===== src/hw/rtl/aes128_cbc_cipher_assert.svh =====
// Assertion macros for the AES-128 CBC cipher block.
`ifndef AES128_CBC_CIPHER_ASSERT_SVH
`define AES128_CBC_CIPHER_ASSERT_SVH

// Property that must hold on every clock edge outside reset.
`define AES_ASSERT(label, prop, msg) \
  label: assert property (@(posedge clk) disable iff (!rst_n) (prop)) else $error(msg);

// Property checked during and after reset.
`define AES_ASSERT_ALWAYS(label, prop, msg) \
  label: assert property (@(posedge clk) (prop)) else $error(msg);

`endif


===== src/hw/rtl/aescbc_pkg.sv =====
// Shared types, constants and round functions for the AES-128 CBC cipher.
package aescbc_pkg;

  localparam int NUM_ROUNDS_DEF = 10;
  localparam int CFG_IDX_W      = 3;
  localparam int CFG_DATA_W     = 64;

  localparam logic [CFG_IDX_W-1:0] REG_KEY_HIGH  = 3'd0;
  localparam logic [CFG_IDX_W-1:0] REG_KEY_LOW   = 3'd1;
  localparam logic [CFG_IDX_W-1:0] REG_IV_HIGH   = 3'd2;
  localparam logic [CFG_IDX_W-1:0] REG_IV_LOW    = 3'd3;
  localparam logic [CFG_IDX_W-1:0] REG_DIRECTION = 3'd4;

  typedef struct packed {
    logic [63:0] block_high;
    logic [63:0] block_low;
    logic        chain_start;
  } in_item_t;

  typedef struct packed {
    logic [63:0] out_high;
    logic [63:0] out_low;
  } out_item_t;

  // Controller to datapath
  typedef struct packed {
    logic load;       // capture a new block
    logic key_start;  // begin key expansion
    logic key_step;   // expand one word
    logic round_step; // apply one round
    logic last_round; // final round: no column mix
    logic finish;     // write result and chaining value
  } dp_cmd_t;

  typedef struct packed {
    logic key_last;   // last key word being produced
  } dp_sts_t;

  function automatic logic [7:0] sbox(input logic [7:0] x);
    logic [7:0] t [256];
    t = '{
      8'h63,8'h7c,8'h77,8'h7b,8'hf2,8'h6b,8'h6f,8'hc5,8'h30,8'h01,8'h67,8'h2b,8'hfe,8'hd7,8'hab,8'h76,
      8'hca,8'h82,8'hc9,8'h7d,8'hfa,8'h59,8'h47,8'hf0,8'had,8'hd4,8'ha2,8'haf,8'h9c,8'ha4,8'h72,8'hc0,
      8'hb7,8'hfd,8'h93,8'h26,8'h36,8'h3f,8'hf7,8'hcc,8'h34,8'ha5,8'he5,8'hf1,8'h71,8'hd8,8'h31,8'h15,
      8'h04,8'hc7,8'h23,8'hc3,8'h18,8'h96,8'h05,8'h9a,8'h07,8'h12,8'h80,8'he2,8'heb,8'h27,8'hb2,8'h75,
      8'h09,8'h83,8'h2c,8'h1a,8'h1b,8'h6e,8'h5a,8'ha0,8'h52,8'h3b,8'hd6,8'hb3,8'h29,8'he3,8'h2f,8'h84,
      8'h53,8'hd1,8'h00,8'hed,8'h20,8'hfc,8'hb1,8'h5b,8'h6a,8'hcb,8'hbe,8'h39,8'h4a,8'h4c,8'h58,8'hcf,
      8'hd0,8'hef,8'haa,8'hfb,8'h43,8'h4d,8'h33,8'h85,8'h45,8'hf9,8'h02,8'h7f,8'h50,8'h3c,8'h9f,8'ha8,
      8'h51,8'ha3,8'h40,8'h8f,8'h92,8'h9d,8'h38,8'hf5,8'hbc,8'hb6,8'hda,8'h21,8'h10,8'hff,8'hf3,8'hd2,
      8'hcd,8'h0c,8'h13,8'hec,8'h5f,8'h97,8'h44,8'h17,8'hc4,8'ha7,8'h7e,8'h3d,8'h64,8'h5d,8'h19,8'h73,
      8'h60,8'h81,8'h4f,8'hdc,8'h22,8'h2a,8'h90,8'h88,8'h46,8'hee,8'hb8,8'h14,8'hde,8'h5e,8'h0b,8'hdb,
      8'he0,8'h32,8'h3a,8'h0a,8'h49,8'h06,8'h24,8'h5c,8'hc2,8'hd3,8'hac,8'h62,8'h91,8'h95,8'he4,8'h79,
      8'he7,8'hc8,8'h37,8'h6d,8'h8d,8'hd5,8'h4e,8'ha9,8'h6c,8'h56,8'hf4,8'hea,8'h65,8'h7a,8'hae,8'h08,
      8'hba,8'h78,8'h25,8'h2e,8'h1c,8'ha6,8'hb4,8'hc6,8'he8,8'hdd,8'h74,8'h1f,8'h4b,8'hbd,8'h8b,8'h8a,
      8'h70,8'h3e,8'hb5,8'h66,8'h48,8'h03,8'hf6,8'h0e,8'h61,8'h35,8'h57,8'hb9,8'h86,8'hc1,8'h1d,8'h9e,
      8'he1,8'hf8,8'h98,8'h11,8'h69,8'hd9,8'h8e,8'h94,8'h9b,8'h1e,8'h87,8'he9,8'hce,8'h55,8'h28,8'hdf,
      8'h8c,8'ha1,8'h89,8'h0d,8'hbf,8'he6,8'h42,8'h68,8'h41,8'h99,8'h2d,8'h0f,8'hb0,8'h54,8'hbb,8'h16
    };
    return t[x];
  endfunction

  function automatic logic [7:0] inv_sbox(input logic [7:0] x);
    logic [7:0] t [256];
    t = '{
      8'h52,8'h09,8'h6a,8'hd5,8'h30,8'h36,8'ha5,8'h38,8'hbf,8'h40,8'ha3,8'h9e,8'h81,8'hf3,8'hd7,8'hfb,
      8'h7c,8'he3,8'h39,8'h82,8'h9b,8'h2f,8'hff,8'h87,8'h34,8'h8e,8'h43,8'h44,8'hc4,8'hde,8'he9,8'hcb,
      8'h54,8'h7b,8'h94,8'h32,8'ha6,8'hc2,8'h23,8'h3d,8'hee,8'h4c,8'h95,8'h0b,8'h42,8'hfa,8'hc3,8'h4e,
      8'h08,8'h2e,8'ha1,8'h66,8'h28,8'hd9,8'h24,8'hb2,8'h76,8'h5b,8'ha2,8'h49,8'h6d,8'h8b,8'hd1,8'h25,
      8'h72,8'hf8,8'hf6,8'h64,8'h86,8'h68,8'h98,8'h16,8'hd4,8'ha4,8'h5c,8'hcc,8'h5d,8'h65,8'hb6,8'h92,
      8'h6c,8'h70,8'h48,8'h50,8'hfd,8'hed,8'hb9,8'hda,8'h5e,8'h15,8'h46,8'h57,8'ha7,8'h8d,8'h9d,8'h84,
      8'h90,8'hd8,8'hab,8'h00,8'h8c,8'hbc,8'hd3,8'h0a,8'hf7,8'he4,8'h58,8'h05,8'hb8,8'hb3,8'h45,8'h06,
      8'hd0,8'h2c,8'h1e,8'h8f,8'hca,8'h3f,8'h0f,8'h02,8'hc1,8'haf,8'hbd,8'h03,8'h01,8'h13,8'h8a,8'h6b,
      8'h3a,8'h91,8'h11,8'h41,8'h4f,8'h67,8'hdc,8'hea,8'h97,8'hf2,8'hcf,8'hce,8'hf0,8'hb4,8'he6,8'h73,
      8'h96,8'hac,8'h74,8'h22,8'he7,8'had,8'h35,8'h85,8'he2,8'hf9,8'h37,8'he8,8'h1c,8'h75,8'hdf,8'h6e,
      8'h47,8'hf1,8'h1a,8'h71,8'h1d,8'h29,8'hc5,8'h89,8'h6f,8'hb7,8'h62,8'h0e,8'haa,8'h18,8'hbe,8'h1b,
      8'hfc,8'h56,8'h3e,8'h4b,8'hc6,8'hd2,8'h79,8'h20,8'h9a,8'hdb,8'hc0,8'hfe,8'h78,8'hcd,8'h5a,8'hf4,
      8'h1f,8'hdd,8'ha8,8'h33,8'h88,8'h07,8'hc7,8'h31,8'hb1,8'h12,8'h10,8'h59,8'h27,8'h80,8'hec,8'h5f,
      8'h60,8'h51,8'h7f,8'ha9,8'h19,8'hb5,8'h4a,8'h0d,8'h2d,8'he5,8'h7a,8'h9f,8'h93,8'hc9,8'h9c,8'hef,
      8'ha0,8'he0,8'h3b,8'h4d,8'hae,8'h2a,8'hf5,8'hb0,8'hc8,8'heb,8'hbb,8'h3c,8'h83,8'h53,8'h99,8'h61,
      8'h17,8'h2b,8'h04,8'h7e,8'hba,8'h77,8'hd6,8'h26,8'he1,8'h69,8'h14,8'h63,8'h55,8'h21,8'h0c,8'h7d
    };
    return t[x];
  endfunction

  function automatic logic [7:0] xtime(input logic [7:0] x);
    return {x[6:0], 1'b0} ^ (x[7] ? 8'h1b : 8'h00);
  endfunction

  // Byte i of the state sits at bits 127-8i.
  function automatic logic [7:0] byte_at(input logic [127:0] s, input int i);
    return s[127-8*i -: 8];
  endfunction

  function automatic logic [127:0] enc_round(input logic [127:0] s, input logic last);
    logic [127:0] t;
    logic [7:0] a0, a1, a2, a3;
    t = '0;
    for (int c = 0; c < 4; c++) begin
      for (int r = 0; r < 4; r++) begin
        t[127-8*(4*c+r) -: 8] = sbox(byte_at(s, 4*((c+r)%4)+r));
      end
    end
    if (!last) begin
      for (int c = 0; c < 4; c++) begin
        a0 = byte_at(t, 4*c); a1 = byte_at(t, 4*c+1);
        a2 = byte_at(t, 4*c+2); a3 = byte_at(t, 4*c+3);
        t[127-8*(4*c)   -: 8] = xtime(a0) ^ xtime(a1) ^ a1 ^ a2 ^ a3;
        t[127-8*(4*c+1) -: 8] = a0 ^ xtime(a1) ^ xtime(a2) ^ a2 ^ a3;
        t[127-8*(4*c+2) -: 8] = a0 ^ a1 ^ xtime(a2) ^ xtime(a3) ^ a3;
        t[127-8*(4*c+3) -: 8] = xtime(a0) ^ a0 ^ a1 ^ a2 ^ xtime(a3);
      end
    end
    return t;
  endfunction

  // Inverse round without the key: inverse shift and substitution.
  function automatic logic [127:0] dec_sub(input logic [127:0] s);
    logic [127:0] t;
    t = '0;
    for (int c = 0; c < 4; c++) begin
      for (int r = 0; r < 4; r++) begin
        t[127-8*(4*((c+r)%4)+r) -: 8] = inv_sbox(byte_at(s, 4*c+r));
      end
    end
    return t;
  endfunction

  function automatic logic [127:0] inv_mix(input logic [127:0] s);
    logic [127:0] t;
    logic [7:0] a [4];
    logic [7:0] x2 [4];
    logic [7:0] x4 [4];
    logic [7:0] x8 [4];
    t = '0;
    for (int c = 0; c < 4; c++) begin
      for (int r = 0; r < 4; r++) begin
        a[r]  = byte_at(s, 4*c+r);
        x2[r] = xtime(a[r]);
        x4[r] = xtime(x2[r]);
        x8[r] = xtime(x4[r]);
      end
      for (int r = 0; r < 4; r++) begin
        t[127-8*(4*c+r) -: 8] =
          (x8[r] ^ x4[r] ^ x2[r]) ^ (x8[(r+1)%4] ^ x2[(r+1)%4] ^ a[(r+1)%4]) ^
          (x8[(r+2)%4] ^ x4[(r+2)%4] ^ a[(r+2)%4]) ^ (x8[(r+3)%4] ^ a[(r+3)%4]);
      end
    end
    return t;
  endfunction

endpackage


===== src/hw/rtl/aescbc_ctrl.sv =====
// Sequencer for key expansion and the round loop of the AES-128 CBC cipher.
module aescbc_ctrl import aescbc_pkg::*; #(
  parameter int NUM_ROUNDS = NUM_ROUNDS_DEF
) (
  input  logic    clk,
  input  logic    rst_n,
  input  logic    key_write,
  input  logic    in_valid,
  output logic    in_stall,
  output logic    out_valid,
  input  logic    out_stall,
  input  dp_sts_t sts,
  output dp_cmd_t cmd,
  output logic    busy
);

  localparam int RND_W = $clog2(NUM_ROUNDS + 1);

  localparam logic [2:0] ST_KEY  = 3'd0;
  localparam logic [2:0] ST_IDLE = 3'd1;
  localparam logic [2:0] ST_RUN  = 3'd2;
  localparam logic [2:0] ST_OUT  = 3'd3;

  logic [2:0]       state_r, state_nxt;
  logic [RND_W-1:0] rnd_r, rnd_nxt;
  logic             key_pend_r, key_pend_nxt;
  logic             out_valid_r, out_valid_nxt;

  always_comb begin
    state_nxt     = state_r;
    rnd_nxt       = rnd_r;
    key_pend_nxt  = key_pend_r | key_write;
    out_valid_nxt = out_valid_r;
    cmd           = '0;
    if (out_valid_r && !out_stall) begin
      out_valid_nxt = 1'b0;
    end
    case (state_r)
      ST_KEY: begin
        cmd.key_step = 1'b1;
        if (sts.key_last) begin
          state_nxt = ST_IDLE;
        end
      end
      ST_IDLE: begin
        if (key_pend_r) begin
          cmd.key_start = 1'b1;
          key_pend_nxt  = key_write;
          state_nxt     = ST_KEY;
        end else if (in_valid) begin
          cmd.load  = 1'b1;
          rnd_nxt   = RND_W'(1);
          state_nxt = ST_RUN;
        end
      end
      ST_RUN: begin
        cmd.round_step = 1'b1;
        cmd.last_round = (rnd_r == RND_W'(NUM_ROUNDS));
        if (rnd_r == RND_W'(NUM_ROUNDS)) begin
          state_nxt = ST_OUT;
        end else begin
          rnd_nxt = rnd_r + RND_W'(1);
        end
      end
      ST_OUT: begin
        // wait for the output register to drain
        if (!out_valid_r || !out_stall) begin
          cmd.finish    = 1'b1;
          out_valid_nxt = 1'b1;
          state_nxt     = ST_IDLE;
        end
      end
      default: begin
        state_nxt = ST_IDLE;
      end
    endcase
  end

  always_ff @(posedge clk) begin
    if (!rst_n) begin
      state_r     <= ST_IDLE;
      rnd_r       <= '0;
      key_pend_r  <= 1'b1;
      out_valid_r <= 1'b0;
    end else begin
      state_r     <= state_nxt;
      rnd_r       <= rnd_nxt;
      key_pend_r  <= key_pend_nxt;
      out_valid_r <= out_valid_nxt;
    end
  end

  assign in_stall  = !(state_r == ST_IDLE && !key_pend_r);
  assign out_valid = out_valid_r;
  assign busy      = (state_r != ST_IDLE) || key_pend_r;

endmodule


===== config.mk =====
export PLATFORM = sky130hd
export DESIGN_NAME = aescbc_ctrl
export DESIGN_NICKNAME = d
export VERILOG_FILES = /design/src/hw/rtl/aes128_cbc_cipher_assert.svh /design/src/hw/rtl/aescbc_pkg.sv /design/src/hw/rtl/aescbc_ctrl.sv
export SDC_FILE = /design/constraint.sdc
export NUM_CORES = 1
export LEC_CHECK = 0
export BUFFER_PORTS_ARGS = -buffer_cell sky130_fd_sc_hd__buf_2
export CORE_AREA = 3 3 43 53
export CTS_BUF_LIST = sky130_fd_sc_hd__clkbuf_8
export DETAILED_ROUTE_END_ITERATION = 7
export DIE_AREA = 0 0 46 56
export HOLD_SLACK_MARGIN = 0.02
export PLACE_DENSITY = 0.49
export SYNTH_ARGS = -nofsm -noshare
export SYNTH_HDL_FRONTEND = slang
export SYNTH_SLANG_ARGS = --single-unit

===== constraint.sdc =====
create_clock -name clk -period 2 [get_ports clk]
set_clock_uncertainty 0.1 [all_clocks]
set_input_delay 0.2 -clock clk [delete_from_list [all_inputs] [get_ports clk]]
set_output_delay 0.2 -clock clk [all_outputs]
set_load 0.02 [all_outputs]

# Word level (Yosys, flattened, before mapping)
# Cells that the tools add are included.
# classes
bitwise_logic,1
reduce_logical,12
n_mux,23
n_eq_ne,12
addsub,1
# ops
op,n
3-bit 2-to-1 mux,5
4-bit 2-to-1 mux,3
"2-bit != test, second input constant",6
3-bit case mux with 4 select lines,1
1-bit 2-to-1 mux,11
4-bit case mux with 2 select lines,1
4-bit AND reduction,2
"3-bit by 2-bit == test with 1-bit output, second input constant",2
"4-bit by 1-bit adder with 4-bit output, second input constant",1
"4-bit == test, second input constant",1
1-bit logical NOT,4
2-bit 2-to-1 mux,2
"3-bit by 1-bit == test with 1-bit output, second input constant",1
3-bit logical NOT,1
"3-bit by 1-bit != test with 1-bit output, second input constant",1
"3-bit != test, second input constant",1
1-bit logical AND,2
1-bit logical OR,2
2-bit nonzero test,1
1-bit bitwise OR,1
# totals
input_bits,6
out_inout_bits,9
regBits,9
wordCells,53

# Depth between registers and ports, before layout
# depth
word_depth,5
mapped_depth,6
depth_no_buf,6

# Least setup slack after synthesis
# OpenSTA, ideal clock, no wires.
# synth_timing
path_kind,register to register
from,reg state_r[0]
to,reg rnd_r[2]
required_time_ns,1.834
slack_ns,0.226
setup_ns,0.066
path_buffers,0
period_less_slack_ns,1.774
arrival_ns,1.608
stages_incl_launch_ff,7
path_cell_list,dfxtp_1 -> inv_1 -> ha_1 -> mux2_2 -> nand4b_1 -> or3b_1 -> a21boi_2
# synth_between
elab_chain_cells,3
elab_cells_between_ends,8
cone_classes,5 x eq/ne; 1 x mux; 2 x reduce/logical
# synth_rtl
element,line,text
"start, declared",aescbc_ctrl.sv:24,"logic [2:0] state_r, state_nxt;"
"start signal, assigned",aescbc_ctrl.sv:86,state_r <= state_nxt;
3-bit by 2-bit == test with 1-bit output or 3-bit by 1-bit == test with 1-bit output (tied branches),aescbc_ctrl.sv:38,case (state_r)
2-bit != test (no source line) or 2-bit nonzero test (tied branches),-,
4-bit AND reduction (no source line),-,
"end signal, assigned",aescbc_ctrl.sv:87,rnd_r <= rnd_nxt;
"end, declared",aescbc_ctrl.sv:25,"logic [RND_W-1:0] rnd_r, rnd_nxt;"
# Parallel ways exist; a longest one is shown, timed or not.
# A chain may end at the register's enable or synchronous reset.

# Final worst setup path
# layout_timing
from,reg state_r[0]
to,reg state_r[1]
# layout_between
elab_chain_cells,3
elab_cells_between_ends,10
cone_classes,7 x eq/ne; 1 x mux; 2 x reduce/logical
# layout_rtl
element,line
3-bit by 1-bit == test with 1-bit output (tied with other cells),aescbc_ctrl.sv:38
3-bit != test (no source line) or 2-bit != test (tied branches),-
4-bit AND reduction (no source line),-
# Parallel ways exist; a longest one is shown, timed or not.

==> impl_metrics.toml <==
[cells_and_area]
area_delta_synth_final_pct = 23.0
drive_above_1_share_pct = 31.2
n_antenna_cell = 0
final_common_cell = "buf_2"
mostFrequentLayoutCells = "buf_2, dfxtp_1, inv_1, nand2_1, ha_1"
fin_nets = 92

[grt]
grt_util_met1_pct = 9.85
grtUsageMet2_pct = 16.7
track_usage_pct = 9.75
antenna_found_initial = 0
grt_busiest_layer = "met2"
grt_pass1_vias = 492
grt_max_degree = 11
grtUsageMet3_pct = 2.27
gr-total-overflow = 0
grt_pass1_wl_um = 1860

[floorplan]
start_util_pct = 29.5
num_io_pins = 15
fp.dieW_um = 46
core-area_um2 = 1830
die_y_um = 56
num_rows = 17
die_area_um2 = 2580

[power]
p_comb_share_pct = 33.5
p_int_uw = 391
p_sw_uw = 203
p_clk_share_pct = 33.5
leakagePower_nw = 0.307
switching_share_pct = 34.2
power_uw = 593
ir_drop_mv = 0.388
power.density_nw_per_um2 = 895
p_seq_share_pct = 33.0

[placement]
place.gp.congestion = 0.750
io_buffers = 14
dp_slack_ps = 165
dpl.hpwl_um = 887

[worst_setup_path]
rr_endpoint = "state_r[1]"
r2r_slack_ps = 170
crit_slowest_cell = "dfxtp_1"
path_class = "reg -> reg"
worstSetupEndpointType = "register"
r2r_cells = 6
cpMostUsedCell = "inv_1"
critical_path.max_stage_delay_ps = 380
rr_startpoint = "state_r[0]"
cp_data_required_time_ps = 2010
cp.arrival_ps = 1840
cp_max_fo = 6
path_cells = "inv_1, ha_1, inv_1, o221ai_1, a31oi_1, mux2_2"
crit_path_start_kind = "register"

[logic_synthesis]
yosys-top-cells-area = "dfxtp_1, ha_1, mux2_2, inv_1, nand2_1"
syn_inst = 62
ys_types = 29
synth_edf_count = 0
ys.warnings.count = 0
ys.flop_type = "dfxtp_1"
syn-num-nets = 75
ys_seq_area_share_pct = 29.7
avgSynthCellArea_um2 = 8.70
yosys_register_bits = 8
netlist.area_leader.share_pct = 29.7
netlist_area_um2 = 539
async_flop_share_pct = 0
synth.largest_area_cell = "dfxtp_1"

[clock_tree]
cts_buffers = 3
tritoncts = "built"
clock_sinks = 8
root_buffer = "clkbuf_8"
cts-resized-gates = 0
postCtsHoldBufs = 0
clk_path_buf_depth = 2
cts_setup_buffers = 0
cts_max_level = 1
path_clk_slew_ps = 50
clk_latency_ps = 230

[status]
status = "completed"

[timing]
max_freq_mhz = 547
hold_viol_final = 0
min_period_ps = 1830
setup_slack_ps = 173
slew_headroom_pct = 83.5
worst_pin_slew_ps = 245
rsz0062_at_grt = "false"
slew_violations = 0
post-route-period-util_pct = 91.4
finalSetupTns_ps = 0
setup_violations = 0

[routing]
ant_nets = 0
vias_per_cell = 4.85
routed_wl_um = 1110
wl_per_cell_um = 11.5
routed-via-count = 466
drtPass1Iterations = 4
drc = 0
drtIter0Drc = 2

[run]
cap_violations = 0

[hold_path]
hp-class = "in -> reg"
hold_depth = 2
hold_end = "key_pend_r"
hp-start = "key_write"
## kinds of logic (layout without fill, tap and decap cells)
group           after synthesis  after routing  share of synthesized area [%]
compound gates               12             12                           15.3
fa+ha+maj                     7              7                           16.2
buf+inv                       9             24                           6.96
flops                         8              8                           29.7
mux                           3              3                           6.26
simple gates                 23             23                           25.5
## per-layer routing
metal / wire length [um] / share of wire (%) / vias to the layer above
met4: 17 / 1.5 / 0
met1: 473 / 43 / 212
met2: 574 / 52 / 9
met5: 0 / 0 / -
met3: 43 / 3.9 / 2
li1: - / - / 243
## sequential cells by signal, summed over array words and instances, names as in the netlist
name        cells
key_pend_r      1
state_r         2
rnd_r           4
out_valid       1
## how the worst max path moves through the flow
stage | startpoint | cells past startpoint | to | slack, ps
floorplan | state_r[0] | 6 | rnd_r[2] | 230
global placement | state_r[0] | 6 | state_r[1] | 120
detailed placement | state_r[0] | 6 | state_r[1] | 170
CTS | state_r[0] | 6 | state_r[1] | 160
global route | state_r[0] | 6 | state_r[0] | 3
finish | state_r[0] | 6 | state_r[1] | 170
## cells in the mapped netlist (2+ instances only)
cell / n
a21boi_0: 2
a21oi_1: 2
a31oi_1: 2
and3b_1: 2
dfxtp_1: 8
ha_1: 7
inv_1: 7
mux2_2: 3
nand2_1: 7
nand2b_1: 2
o21ai_0: 2
## power by group through the flow
stage | Sequential [mW] | Clock, mW | Combinational, mW
2_1_floorplan | 0.196 | 0 | 0.155
3_3_place_gp | 0.200 | 0 | 0.204
3_5_place_dp | 0.199 | 0 | 0.201
4_1_cts | 0.197 | 0.205 | 0.202
5_1_grt | 0.200 | 0.211 | 0.230
6_report | 0.196 | 0.199 | 0.199
## cell type report
cell class	count	area [um^2]
fill	208	1170
multi-input combinational	45	342
sequential	8	160
timing repair buffer	14	70.1
clock buffer	3	41.3
inverter	7	26.3
tap	19	23.8
## worst max-delay path: cells and delay by family (launching register included)
family	cells	cell delay, ps
flops	1	380
mux	1	360
buf+inv	2	240
compound gates	2	370
fa+ha+maj	1	270
## through the flow
step / cells / cell area [um^2] / hold WS (ps) / utilization, %
final: 96 / 663 / 67.0 / 36.3
after global routing: 96 / 663 / 70.4 / 36.3
after CTS: 96 / 663 / 58.1 / 36.3
after detailed placement: 93 / 622 / 291 / 34.0
after global placement: 93 / 622 / 295 / 34.0
after floorplan: 62 / 539 / 206 / -
(Power assumes the default switching activity.)
